===== config.mk =====
export PLATFORM = sky130hd
export DESIGN_NAME = priority_scheduler_wait_times
export DESIGN_NICKNAME = d
export VERILOG_FILES = /design/src/rtl/psw_pkg.sv /design/src/rtl/psw_cell.sv /design/src/rtl/priority_scheduler_wait_times.sv
export SDC_FILE = /design/constraint.sdc
export NUM_CORES = 1
export LEC_CHECK = 0
export BUFFER_PORTS_ARGS = -buffer_cell sky130_fd_sc_hd__buf_4
export CAP_MARGIN = 20
export CORE_MARGIN = 5
export CORE_UTILIZATION = 41
export DETAILED_ROUTE_END_ITERATION = 10
export GPL_TIMING_DRIVEN = 0
export SYNTH_ARGS = -nofsm -noshare
export SYNTH_HDL_FRONTEND = slang
export SYNTH_SLANG_ARGS = --single-unit

===== constraint.sdc =====
create_clock -name i_clk -period 5.25 [get_ports i_clk]
set_input_delay 0.2625 -clock i_clk [delete_from_list [all_inputs] [get_ports i_clk]]
set_output_delay 0.2625 -clock i_clk [all_outputs]
set_load 0.02 [all_outputs]

===== src/rtl/psw_pkg.sv =====
`timescale 1ns / 1ps
package psw_pkg;

    localparam int PRI_W   = 8;
    localparam int BURST_W = 16;
    localparam int NUM_W   = 5;
    localparam int TIME_W  = 20;

    typedef struct packed {
        logic [PRI_W-1:0]   priority_req;
        logic [BURST_W-1:0] burst_time;
        logic               last_job;
    } t_job_in;

    typedef struct packed {
        logic [NUM_W-1:0]   job_number;
        logic [PRI_W-1:0]   job_priority;
        logic [BURST_W-1:0] job_burst;
        logic [TIME_W-1:0]  wait_time;
        logic [TIME_W-1:0]  turnaround;
        logic               overflowed;
        logic               last_result;
    } t_job_out;

    // One stored job as it sits in a chain cell.
    typedef struct packed {
        logic [NUM_W-1:0]   number;
        logic [PRI_W-1:0]   prio;
        logic [BURST_W-1:0] burst;
    } t_job;

    // Chain control, common to every cell.
    typedef struct packed {
        logic load;
        logic shift;
    } t_cell_ctl;

endpackage


===== src/rtl/psw_cell.sv =====
`timescale 1ns / 1ps
module psw_cell
    import psw_pkg::*;
#(
    parameter int MAX_JOBS = 16,
    parameter int IDX      = 0
) (
    input  logic                           i_clk,
    input  t_cell_ctl                      i_ctl,
    input  logic [$clog2(MAX_JOBS+1)-1:0]  i_count,
    input  t_job                           i_new,
    input  t_job                           i_left,
    input  logic                           i_left_ins,
    input  t_job                           i_right,
    output t_job                           o_job,
    output logic                           o_ins
);

    localparam int CW = $clog2(MAX_JOBS + 1);

    t_job r_job;
    t_job n_job;
    logic w_after;

    // Empty cells and cells with a strictly larger priority give way;
    // equal priorities stay ahead of the new job.
    assign w_after = (CW'(IDX) >= i_count) || (r_job.prio > i_new.prio);
    assign o_ins   = i_left_ins || w_after;
    assign o_job   = r_job;

    always_comb begin
        n_job = r_job;
        if (i_ctl.shift) begin
            n_job = i_right;
        end else if (i_ctl.load) begin
            if (i_left_ins) begin
                n_job = i_left;
            end else if (w_after) begin
                n_job = i_new;
            end
        end
    end

    always_ff @(posedge i_clk) begin
        r_job <= n_job;
    end

endmodule


===== src/rtl/priority_scheduler_wait_times.sv =====
`timescale 1ns / 1ps
// Loading: one job per cycle, busy stays low while jobs are loaded into the sorting chain.
// On the transfer marked last, busy goes high until all stored jobs (up to MAX_JOBS) are out;
// the chain shifts one cell toward the output each cycle, so results come one per cycle.
// After the last transfer, r_drain and then r_strobe rise; the results cannot be stalled.
// Reset (synchronous, active low) empties the batch and clears the overflow flag.
module priority_scheduler_wait_times
    import psw_pkg::*;
#(
    parameter int MAX_JOBS = 16
) (
    input  logic     i_clk,
    input  logic     i_rst_n,
    input  logic     start,
    input  t_job_in  i_job,
    output logic     busy,
    output logic     o_strobe,
    output t_job_out o_result
);

    localparam int CW = $clog2(MAX_JOBS + 1);

    logic [CW-1:0]     r_count;
    logic              r_ovf;
    logic              r_drain;
    logic              r_strobe;
    logic [TIME_W-1:0] r_wait;
    t_job_out          r_out;

    logic              w_accept;
    logic              w_store;
    logic [TIME_W:0]   w_tat_sum;
    logic [TIME_W-1:0] n_wait;
    t_cell_ctl         w_ctl;
    t_job              w_new;

    t_job w_cell_job [MAX_JOBS];
    logic w_cell_ins [MAX_JOBS];

    assign w_accept = start && !r_drain;
    assign w_store  = w_accept && (r_count < CW'(MAX_JOBS));

    assign w_ctl.load  = w_store;
    assign w_ctl.shift = r_drain;

    assign w_new.number = NUM_W'(r_count + CW'(1));
    assign w_new.prio   = i_job.priority_req;
    assign w_new.burst  = i_job.burst_time;

    genvar gi;
    generate
        for (gi = 0; gi < MAX_JOBS; gi++) begin : g_cell
            t_job w_left;
            t_job w_right;
            logic w_left_ins;
            if (gi == 0) begin : g_first
                assign w_left     = w_new;
                assign w_left_ins = 1'b0;
            end else begin : g_mid
                assign w_left     = w_cell_job[gi-1];
                assign w_left_ins = w_cell_ins[gi-1];
            end
            if (gi == MAX_JOBS - 1) begin : g_end
                assign w_right = w_new;
            end else begin : g_inner
                assign w_right = w_cell_job[gi+1];
            end
            psw_cell #(
                .MAX_JOBS (MAX_JOBS),
                .IDX      (gi)
            ) u_cell (
                .i_clk      (i_clk),
                .i_ctl      (w_ctl),
                .i_count    (r_count),
                .i_new      (w_new),
                .i_left     (w_left),
                .i_left_ins (w_left_ins),
                .i_right    (w_right),
                .o_job      (w_cell_job[gi]),
                .o_ins      (w_cell_ins[gi])
            );
        end
    endgenerate

    // Saturate the running time at the field limit.
    assign w_tat_sum = {1'b0, r_wait} + (TIME_W + 1)'(w_cell_job[0].burst);
    assign n_wait    = w_tat_sum[TIME_W] ? {TIME_W{1'b1}} : w_tat_sum[TIME_W-1:0];

    always_ff @(posedge i_clk) begin
        if (!i_rst_n) begin
            r_count  <= '0;
            r_ovf    <= 1'b0;
            r_drain  <= 1'b0;
            r_strobe <= 1'b0;
            r_wait   <= '0;
        end else begin
            r_strobe <= r_drain;
            if (r_drain) begin
                r_count <= r_count - CW'(1);
                r_wait  <= n_wait;
                if (r_count <= CW'(1)) begin
                    r_drain <= 1'b0;
                    r_ovf   <= 1'b0;
                    r_wait  <= '0;
                    r_count <= '0;
                end
            end else if (w_accept) begin
                if (w_store) begin
                    r_count <= r_count + CW'(1);
                end else begin
                    r_ovf <= 1'b1;
                end
                if (i_job.last_job) begin
                    r_drain <= 1'b1;
                end
            end
        end
    end

    always_ff @(posedge i_clk) begin
        if (r_drain) begin
            r_out.job_number   <= w_cell_job[0].number;
            r_out.job_priority <= w_cell_job[0].prio;
            r_out.job_burst    <= w_cell_job[0].burst;
            r_out.wait_time    <= r_wait;
            r_out.turnaround   <= n_wait;
            r_out.overflowed   <= r_ovf;
            r_out.last_result  <= (r_count == CW'(1));
        end
    end

    assign busy     = r_drain;
    assign o_strobe = r_strobe;
    assign o_result = r_out;

endmodule


Word level (Yosys, flattened, before mapping)
Index checks and enable logic that the tools add are counted.
{"block": "classes", "reduce_logical": 69, "addsub": 3, "n_eq_ne": 3, "n_lt_le_gt_ge": 34, "n_mux": 77}
{"cell": "$mux 29", "n": 63}
{"cell": "$gt 8x8->1", "n": 16}
{"cell": "$reduce_bool 3->1", "n": 15}
{"cell": "$ge 4x5->1 const A", "n": 8}
{"cell": "$mux 20", "n": 2}
{"cell": "$reduce_and 2->1", "n": 17}
{"cell": "$logic_or 1x1->1", "n": 30}
{"cell": "$add 20x16->21", "n": 1}
{"cell": "$ge 3x5->1 const A", "n": 4}
{"cell": "$mux 5", "n": 4}
{"cell": "$ge 1x5->1 const A", "n": 2}
{"cell": "$ge 2x5->1 const A", "n": 2}
{"cell": "$mux 1", "n": 8}
{"cell": "$reduce_bool 2->1", "n": 3}
{"cell": "$add 5x1->5 const B", "n": 1}
{"cell": "$eq 5x1->1 const B", "n": 1}
{"cell": "$le 5x1->1 const B", "n": 1}
{"cell": "$lt 5x5->1 const B", "n": 1}
{"cell": "$sub 5x1->5 const B", "n": 1}
{"cell": "$reduce_and 3->1", "n": 1}
{"cell": "$logic_and 1x1->1", "n": 2}
{"cell": "$ne 2x1->1 const B", "n": 1}
{"cell": "$ne 2x2->1 const B", "n": 1}
{"cell": "$logic_not 1->1", "n": 1}
{"block": "totals", "regBits": 563, "inputBits": 28}

Depth between registers and ports, before layout
Gate-level depths: netlist (run 1).
{"block": "depth", "word_depth": 19, "mapped_depth": 14, "mapped_depth_nobuf": 11}

Modules after synthesis
From an unflattened synthesis (run 1), not the netlist that was laid out.
{"block": "hier_totals", "hier_cells": 2911, "area_unflattened_um2": 32132.1}
{"mod": "priority_scheduler_wait_times", "seq_area_each_um2": 2692.6, "area_each_um2": 4470.5, "n_inst": 1, "cells_per_inst": 350}
{"mod": "psw_cell (g_cell[2].u_cell)", "seq_area_each_um2": 870.8, "area_each_um2": 1746.7, "n_inst": 1, "cells_per_inst": 160}
{"mod": "psw_cell (g_cell[14].u_cell)", "seq_area_each_um2": 870.8, "area_each_um2": 1742.9, "n_inst": 1, "cells_per_inst": 159}
{"mod": "psw_cell (g_cell[15].u_cell)", "seq_area_each_um2": 870.8, "area_each_um2": 1742.9, "n_inst": 1, "cells_per_inst": 162}
{"mod": "psw_cell (g_cell[12].u_cell)", "seq_area_each_um2": 870.8, "area_each_um2": 1741.7, "n_inst": 1, "cells_per_inst": 161}
{"mod": "psw_cell (g_cell[0].u_cell)", "seq_area_each_um2": 870.8, "area_each_um2": 1739.2, "n_inst": 1, "cells_per_inst": 161}
{"mod": "psw_cell (g_cell[8].u_cell)", "seq_area_each_um2": 870.8, "area_each_um2": 1737.9, "n_inst": 1, "cells_per_inst": 161}
{"mod": "psw_cell (g_cell[9].u_cell)", "seq_area_each_um2": 870.8, "area_each_um2": 1737.9, "n_inst": 1, "cells_per_inst": 162}
{"mod": "psw_cell (g_cell[4].u_cell)", "seq_area_each_um2": 870.8, "area_each_um2": 1736.7, "n_inst": 1, "cells_per_inst": 162}
{"mod": "psw_cell (g_cell[13].u_cell)", "seq_area_each_um2": 870.8, "area_each_um2": 1732.9, "n_inst": 1, "cells_per_inst": 161}
{"mod": "psw_cell (g_cell[10].u_cell)", "seq_area_each_um2": 870.8, "area_each_um2": 1730.4, "n_inst": 1, "cells_per_inst": 162}
{"mod": "psw_cell (g_cell[6].u_cell)", "seq_area_each_um2": 870.8, "area_each_um2": 1727.9, "n_inst": 1, "cells_per_inst": 161}
{"mod": "psw_cell (g_cell[5].u_cell)", "seq_area_each_um2": 870.8, "area_each_um2": 1724.2, "n_inst": 1, "cells_per_inst": 157}
{"mod": "psw_cell (g_cell[1].u_cell)", "seq_area_each_um2": 870.8, "area_each_um2": 1720.4, "n_inst": 1, "cells_per_inst": 157}
{"mod": "+3 rows"}

Least setup slack after synthesis (run 1)
OpenSTA, ideal clock, no wires.
{"block": "synth_path", "kind": "input-to-reg", "start": "input port i_job[24] in the netlist's numbering", "end": "register g_cell[10].u_cell.r_job (netlist bit g_cell[10].u_cell.o_job[0]), enable pin", "setup_time_ns": 0.455, "slack_ns": 0.245, "stages": 13, "t_arrival_ns": 4.550, "path_cell_list": "inv_1 > ha_1 > nand4_1 > nor2_1 > a211oi_1 > nor3_1 > and4_1 > buf_4 > and4_1 > buf_2 > buf_2 > buf_2 > o21ai_0"}
{"block": "synth_between", "elab_chain_len": 13}
{"element": "start: declaration", "line": "priority_scheduler_wait_times.sv:15", "text": "input t_job_in i_job,"}
{"element": "$gt 8x8->1", "line": "psw_cell.sv:27", "text": "assign w_after = (CW'(IDX) >= i_count) || (r_job.prio > i_new.prio);"}
{"element": "$logic_or 1x1->1", "line": "psw_cell.sv:27"}
{"element": "$logic_or 1x1->1 (9 in a row)", "line": "psw_cell.sv:28", "text": "assign o_ins = i_left_ins || w_after;"}
{"element": "$reduce_bool 3->1 (no source line) (*)"}
{"element": "$reduce_and 2->1 (no source line) (*)"}
{"element": "end signal: assignment", "line": "psw_cell.sv:45", "text": "r_job <= n_job;"}
{"element": "end: declaration", "line": "psw_cell.sv:21", "text": "t_job r_job;"}
Every way passes the cells marked *; elsewhere a longest branch is shown, timed or not.
A chain may end at the register's enable or synchronous reset.

Worst setup path after layout (run 1)
{"block": "layout_path", "start": "register r_count[0]", "end": "register g_cell[2].u_cell.r_job (netlist bit g_cell[2].u_cell.o_job[1]), enable pin"}
{"block": "layout_between", "elab_chain_len": 5}
{"element": "start: declaration", "line": "priority_scheduler_wait_times.sv:23", "text": "logic [CW-1:0] r_count;"}
{"element": "start signal: assignment", "line": "priority_scheduler_wait_times.sv:99", "text": "r_count <= r_count - CW'(1);"}
{"element": "start signal: assignment", "line": "priority_scheduler_wait_times.sv:109", "text": "r_count <= r_count + CW'(1);"}
{"element": "$ge 1x5->1", "line": "psw_cell.sv:27"}
{"element": "$logic_or 1x1->1", "line": "psw_cell.sv:27"}
{"element": "$logic_or 1x1->1", "line": "psw_cell.sv:28"}
{"element": "$reduce_bool 3->1 (no source line)"}
{"element": "$reduce_and 2->1 (no source line) (*)"}
{"element": "end signal: assignment", "line": "psw_cell.sv:45"}
{"element": "end: declaration", "line": "psw_cell.sv:21"}
Marks and branches as above.

==> results.toml, run 1 <==
[flow_run]
cap_viol_max_count = 0

[global_routing]
grt_start_max_net_pins = 74
final_global_route_overflow_total = 0
globalRouteTotalUtil_pct = 21.9
grt_antenna_before_repair = 2
first_pass_grt_wire_length_microns = 139000
grt_pass1_vias = 23300

[timing]
fin_crit_ns = 4.71
timing.final.crit_share_pct = 89.6
tightest_slew_ns = 1.15
slew_limit_fails = 0
fmax_ghz = 0.212
unrepaired_setup_endpoints_after_global_routing = "false"
timing_hold_violations_final = 0
setup_ws_post_layout_ns = 0.543
worst_slew_margin_rel_pct = 22.5
setup_violations = 0
fin_skew_ns = 0.0260

[pwr]
power.sequential.fraction_pct = 47.4
power_switching_share_pct = 28.1
power_report.internal_total_mw = 9.51
power.share.combinational_pct = 16.7
total_leakage_power_nw = 13.5
vdd.ir_drop.worst_v = 0.000197
p_clk_share_pct = 35.9
p_total_mw = 13.2
power_per_standard_cell_area_nw_per_um2 = 374
switching_power_mw = 3.71

[cts]
cts_post_setup_buffers_inserted = 0
tritoncts = "done"
clk_latency_ns = 0.61
root_buffer = "clkbuf_16"
ctsHtreeMaxLevel = 3
cts-buffers-inserted = 66
tritoncts_num_sinks = 563
cts.reportedPaths.clkPinSlew_ns = 0.06
cts_hold_buffers = 1
post_cts_resized = 0
number_of_buffers_between_clock_root_and_the_deepest_sink = 3

[run_status]
status = "complete, no violations"

[worst_setup_path]
timing.rr.end = "g_cell[2].u_cell.o_job[1]$_DFFE_PP_"
worstPathCellList = "inv_1 -> clkbuf_1 -> ha_1 -> o21ba_2 -> nor2b_1 -> nor3_1 -> nand3_1 -> buf_1 -> clkbuf_1 -> nand2_1 -> nand2_1 -> buf_16"
timing_worst_setup_path_type = "reg2reg"
setup_crit_start_kind = "flip-flop"
timing.reg2reg.worst_path_depth = 12
largest_driver_fanout_on_the_critical_path = 20
cpPeakStageDelay_ns = 0.87
worstPathBufferInverterCount = 5
worst_ep_required_time_ns = 5.61
crit_slowest_cell = "nor3_1"
crit_path_end_kind = "flip-flop"
critical-path-top-delay-family = "buffers and inverters"
setup.reg_to_reg.worst_slack_ns = 0.54
worstReg2RegStart = "r_count[0]$_SDFFE_PN0P_"
critical_path_arrival_ns = 5.07

[routing]
avgViaCountPerCell = 5.76
routedWlPerCell_microns = 22.6
detailroute.via_count = 23400
drc_errors = 0
drt-pass1-iter-count = 6
antenna_violating_nets_post_route = 0
routed_wl_microns = 91600
first_iter_violations = 2250

[floorplanning]
die_width_microns = 284
placeableCoreArea_sq_um = 74300
std_cell_rows = 100
io_pins = 101
floorplan.die.height_microns = 284
initial_util_pct = 41.3
total_die_area_sq_um = 80400

[logic_synthesis]
synth.yosys.seq_area_share_pct = 54.2
synthDistinctLibCells = 67
synth_async_sr_flop_share_pct = 0
cell_count_after_synthesis = 2852
synth.cell_area_sq_um = 30700
yosys_warnings = 0
synthesis.nets = 3022
ys_seq_elements = 563
synth_enable_flop_cells = 535
most_used_flip_flop_cell_after_synthesis = "edfxtp_1"
avgSynthCellArea_sq_um = 10.8

[min_path]
min_to = "g_cell[1].u_cell.o_job[21]$_DFFE_PP_"
hold_start = "i_job[22]"
whs_path_depth = 3
min_path_type = "in2reg"

[finish]
layout_commonest_cell = "edfxtp_1"
layout.area.seq_sq_um = 16600
final_net_count = 3206
final.fill_count = 6865
multi_input_comb_area_sq_um = 13000
layout-drive-gt1-share_pct = 10.1
most-common-layout-cells = "edfxtp_1, o21ai_0, nand2_1, mux2i_1, clkbuf_1"
flow.area_growth_from_synthesis_pct = 15.1

[placed_design]
dpl_wire_length_microns = 72200
place.gp.congestion = 0.904
buffer_ports.inserted = 100
pre_cts_setup_slack_ns = 0.0970
## per-stage QoR
step,util (%),instances,cell area [sq um],hold WS (ns),TNS (ns)
2_1_floorplan,-,2852,30700,0.406,0
3_3_place_gp,43.9,3921,32600,0.421,-445.55
3_5_place_dp,44.4,3932,33000,0.424,0
4_1_cts,47.4,4052,35200,0.0115,0
5_1_grt,47.5,4057,35300,0.0554,0
6_report,47.5,4057,35300,0.0507,0
## tightest hold or removal path, cell delays in order
cell	delay, ns
buf_4	0.09
mux2i_1	0.06
o21ai_0	0.13
## flip-flops by register name (all words and copies together), names as in the netlist
register	cells
busy	1
g_cell.u_cell.o_job	464
o_result	71
o_strobe	1
r_count	5
r_ovf	1
r_wait	20
## how the worst max path moves through the flow
stage,startpoint,cells past startpoint,end,slack (ns)
after global placement,i_job[24],13,g_cell[13].u_cell.o_job[1]$_DFFE_PP_,-2.06
final,r_count[0]$_SDFFE_PN0P_,12,g_cell[2].u_cell.o_job[1]$_DFFE_PP_,0.54
after floorplan,i_job[24],13,g_cell[10].u_cell.o_job[0]$_DFFE_PP_,0.24
after global routing,r_count[0]$_SDFFE_PN0P_,13,g_cell[14].u_cell.o_job[6]$_DFFE_PP_,0.39
after detailed placement,i_job[24],13,g_cell[1].u_cell.o_job[1]$_DFFE_PP_,0.1
after CTS,r_count[0]$_SDFFE_PN0P_,12,g_cell[2].u_cell.o_job[28]$_DFFE_PP_,0.67
## synth_stat cells, types with 7 or more instances
master	n	area [sq um]
edfxtp_1	535	16100
and2_1	10	62.6
buf_1	8	30.0
dfxtp_1	28	561
nor2b_1	19	119
nor3_1	30	150
a22o_1	14	123
o21a_1	7	52.6
nand3_1	79	395
a21o_1	20	150
nand4_1	52	325
and3_1	11	68.8
inv_1	41	154
mux2_1	10	113
mux2_2	41	462
clkbuf_1	188	706
a21oi_1	107	536
mux2i_1	281	2810
xnor2_1	10	87.6
nor2_1	136	510
o211ai_1	10	75.1
buf_2	31	155
o21ai_0	427	2140
a31oi_1	87	544
a211oi_1	9	67.6
o31ai_1	36	270
nand2_1	406	1520
ha_1	141	1760
## power by group through the flow
stage	Combinational [mW]	Clock (mW)	Sequential [mW]
2_1_floorplan	1.39	0	6.23
3_3_place_gp	2.00	0	6.35
3_5_place_dp	2.16	0	6.35
4_1_cts	2.17	4.81	6.26
5_1_grt	2.45	5.00	6.34
6_report	2.21	4.74	6.27
## cells by family (layout without fill, tap and decap cells)
group           after synthesis  count (layout)  share of synthesized area (%)
simple gates                771             771                           10.9
mux                         332             332                           11.0
xor+xnor                     16              16                          0.457
other cells                   0               1                              0
fa+ha+maj                   142             142                           5.82
flops                       563             563                           54.2
compound gates              755             755                           14.0
buf+inv                     273             508                           3.53
## layer usage
metal	routed length [microns]	global-route usage [%]	vias to the layer above	share of wire, %
met4	2410	5.95	0	2.6
li1	-	-	11000	-
met3	6390	3.18	147	7.0
met5	0	0	-	0
met2	44100	38.0	952	48
met1	38700	28.7	11300	42
## final cells by class
type,instances,area share [%]
plain buffers,231,2.62
diodes,1,0.00709
clock buffers,92,5.39
clock inverters,27,0.908
well taps,969,3.44
multi-input cells,2016,36.9
repair buffers,116,3.15
flip-flops and latches,563,47.1
inverters,42,0.447
Power figures use the tool's default switching activity.
==> inputs of run 2 (changes only) <==
--- a/config.mk
+++ b/config.mk
@@ -7,10 +7,13 @@
 export LEC_CHECK = 0
 export BUFFER_PORTS_ARGS = -buffer_cell sky130_fd_sc_hd__buf_4
 export CAP_MARGIN = 20
+export CELL_PAD_IN_SITES_DETAIL_PLACEMENT = 2
+export CELL_PAD_IN_SITES_GLOBAL_PLACEMENT = 2
 export CORE_MARGIN = 5
-export CORE_UTILIZATION = 41
+export CORE_UTILIZATION = 38
 export DETAILED_ROUTE_END_ITERATION = 10
 export GPL_TIMING_DRIVEN = 0
+export PLACE_DENSITY_LB_ADDON = 0.1
 export SYNTH_ARGS = -nofsm -noshare
 export SYNTH_HDL_FRONTEND = slang
 export SYNTH_SLANG_ARGS = --single-unit
==> run 2 against run 1 <==
Compared with the run above:
- core utilization fell by 3.1 points
- cell area increased by 1.0%
- combinational power rose by 7%
- critical endpoint is now g_cell[14].u_cell.o_job[1]$_DFFE_PP_
- largest power group unchanged
- clock power up 5.7%
- sequential power up 1%
- critical path depth rose by 1
- via count increased by 3.6%
- count of clock-buffer cells in the layout down 2
- final cell count rose by 2.6%
- highest routed layer is now met5
- clock skew is 0.00098 ns higher
- worst hold slack better by 0.011 ns
==> results.toml, run 2 (synthesis gave the netlist of run 1 again) <==
[finish]
final_net_count = 3216
most-common-layout-cells = "edfxtp_1, o21ai_0, nand2_1, mux2i_1, clkbuf_1"
largest_register_ff_count = 464
postLayoutCellArea_sq_um = 35600
final_cells = 4161
postLayoutCoreUtil_pct = 44.4
flow.area_growth_from_synthesis_pct = 16.2
layout_commonest_cell = "edfxtp_1"
layout-drive-gt1-share_pct = 10.3

[worst_setup_path]
critical_path_arrival_ns = 5.29
worstReg2RegStart = "r_count[0]$_SDFFE_PN0P_"
timing.reg2reg.worst_path_depth = 13
timing_worst_setup_path_type = "reg2reg"
worst_ep_required_time_ns = 5.62
largest_driver_fanout_on_the_critical_path = 17
crit_path_end_kind = "flip-flop"
timing.rr.end = "g_cell[14].u_cell.o_job[1]$_DFFE_PP_"
setup_crit_start_kind = "flip-flop"
critPathCapture = "g_cell[14].u_cell.o_job[1]$_DFFE_PP_"
setup.worst_path.start = "r_count[0]$_SDFFE_PN0P_"
setup.reg_to_reg.worst_slack_ns = 0.34

[routing]
antenna_violating_nets_post_route = 0
routed_wl_microns = 113000
routedWlPerCell_microns = 27.2
drt-pass1-iter-count = 7
first_iter_violations = 1386
avgViaCountPerCell = 5.82
drc_errors = 0
detailroute.via_count = 24200

[cts]
tritoncts = "done"
cts_post_setup_buffers_inserted = 0
ctsHtreeMaxLevel = 3
clk_latency_ns = 0.63
cts.reportedPaths.clkPinSlew_ns = 0.06
tritoncts_num_sinks = 563
post_cts_resized = 0
number_of_buffers_between_clock_root_and_the_deepest_sink = 3
root_buffer = "clkbuf_16"
cts-buffers-inserted = 69

[pwr]
vdd.ir_drop.worst_v = 0.000215
total_leakage_power_nw = 13.6
power_per_standard_cell_area_nw_per_um2 = 384

[timing]
setup_violations = 0
fmax_ghz = 0.204
unrepaired_setup_endpoints_after_global_routing = "false"
fin_skew_ns = 0.0270
timing.final.crit_share_pct = 93.6
slew_limit_fails = 0
worst_slew_margin_rel_pct = 21.2
tightest_slew_ns = 1.17
fin_crit_ns = 4.91
timing_hold_violations_final = 0

[flow_run]
cap_viol_max_count = 0

[global_routing]
final_global_route_overflow_total = 0
first_pass_grt_wire_length_microns = 170000
grt_antenna_before_repair = 6
grt_start_max_net_pins = 76
grt_pass1_vias = 26900
globalRouteTotalUtil_pct = 25.5

[placed_design]
dpl_wire_length_microns = 88900
placed_area_sq_um = 33300
placedCellCount = 4033
place.gp.congestion = 0.870
buffer_ports.inserted = 100

[floorplanning]
std_cell_rows = 104
floorplan.die.height_microns = 294
io_pins = 101
total_die_area_sq_um = 86500
die_width_microns = 294
placeableCoreArea_sq_um = 80300
initial_util_pct = 38.2

[run_status]
status = "complete, no violations"

[min_path]
min_path_type = "in2reg"
==> run 2: changes by cell type in the layout (fill, tap and decap cells not counted), sizes merged <==
cell	before	now
diode	1	3
clkinvlp	0	5
inv	47	45
bufinv	6	9
clkbuf	281	278
buf	157	165
==> run 2: critical path: stages (launching register included) <==
cell	delay, ns
dfxtp_1	0.42
inv_1	0.22
clkbuf_1	0.39
ha_1	0.35
or3_4	0.39
a221oi_2	0.43
and4_1	0.26
buf_4	0.25
and4_1	0.22
buf_2	0.18
clkbuf_1	0.51
nand4_1	0.24
a21o_1	0.49
buf_16	0.29
==> run 2: repair_timing <==
item | 4_1_cts | 5_1_grt
endpoints found under the hold margin | 1 | 0
hold buffers | 1 | 0
endpoints found under the setup margin | 0 | 0
==> run 2: final cells by class <==
cell class,count,area (sq um)
multi-input combinational,2016,13000
buffer,231,925
sequential,563,16600
clock buffer,90,1900
inverter,42,158
clock inverter,33,417
tap,1060,1330
fill,8293,44600
antenna,3,7.51
timing repair buffer,123,1250
==> run 2: through the flow <==
step	total power, mW	setup slack [ns]	hold WS [ns]	setup TNS [ns]
after floorplan	7.62	0.245	0.406	0
after global placement	8.44	-2.47	0.420	-560.36
after detailed placement	8.73	-0.0716	0.415	-1.39
after CTS	13.8	0.472	0.0243	0
after global routing	14.3	0.232	0.0785	0
final	13.7	0.336	0.0615	0
==> run 2: routing by layer <==
layer	up-vias	wire length, microns	track usage, %
li1	11000	-	-
met3	198	4740	3.49
met5	-	9	0
met4	2	3550	8.13
met2	591	56700	45.6
met1	12400	48200	32.0
==> run 2: how the worst min path moves through the flow <==
| stage | from | end | slack, ns | cells past startpoint |
|---|---|---|---|---|
| detailed placement | r_wait[17]$_SDFFE_PN0P_ | o_result[39]$_DFFE_PP_ | 0.41 | 0 |
| finish | i_job[21] | g_cell[1].u_cell.o_job[20]$_DFFE_PP_ | 0.06 | 3 |
| global route | i_job[19] | g_cell[1].u_cell.o_job[18]$_DFFE_PP_ | 0.08 | 3 |
| global placement | r_wait[17]$_SDFFE_PN0P_ | o_result[39]$_DFFE_PP_ | 0.42 | 0 |
| floorplan | r_wait[17]$_SDFFE_PN0P_ | o_result[39]$_DFFE_PP_ | 0.41 | 0 |
| CTS | i_job[21] | g_cell[1].u_cell.o_job[20]$_DFFE_PP_ | 0.02 | 3 |
==> run 2: power breakdown <==
| part | switching [mW] | leakage, nW | internal, mW | total (mW) |
|---|---|---|---|---|
| clock network | 2.01 | 1.12 | 3.00 | 5.01 |
| logic | 1.51 | 6.98 | 0.850 | 2.36 |
| registers | 0.488 | 5.49 | 5.85 | 6.34 |
| total | 4.00 | 13.6 | 9.70 | 13.7 |
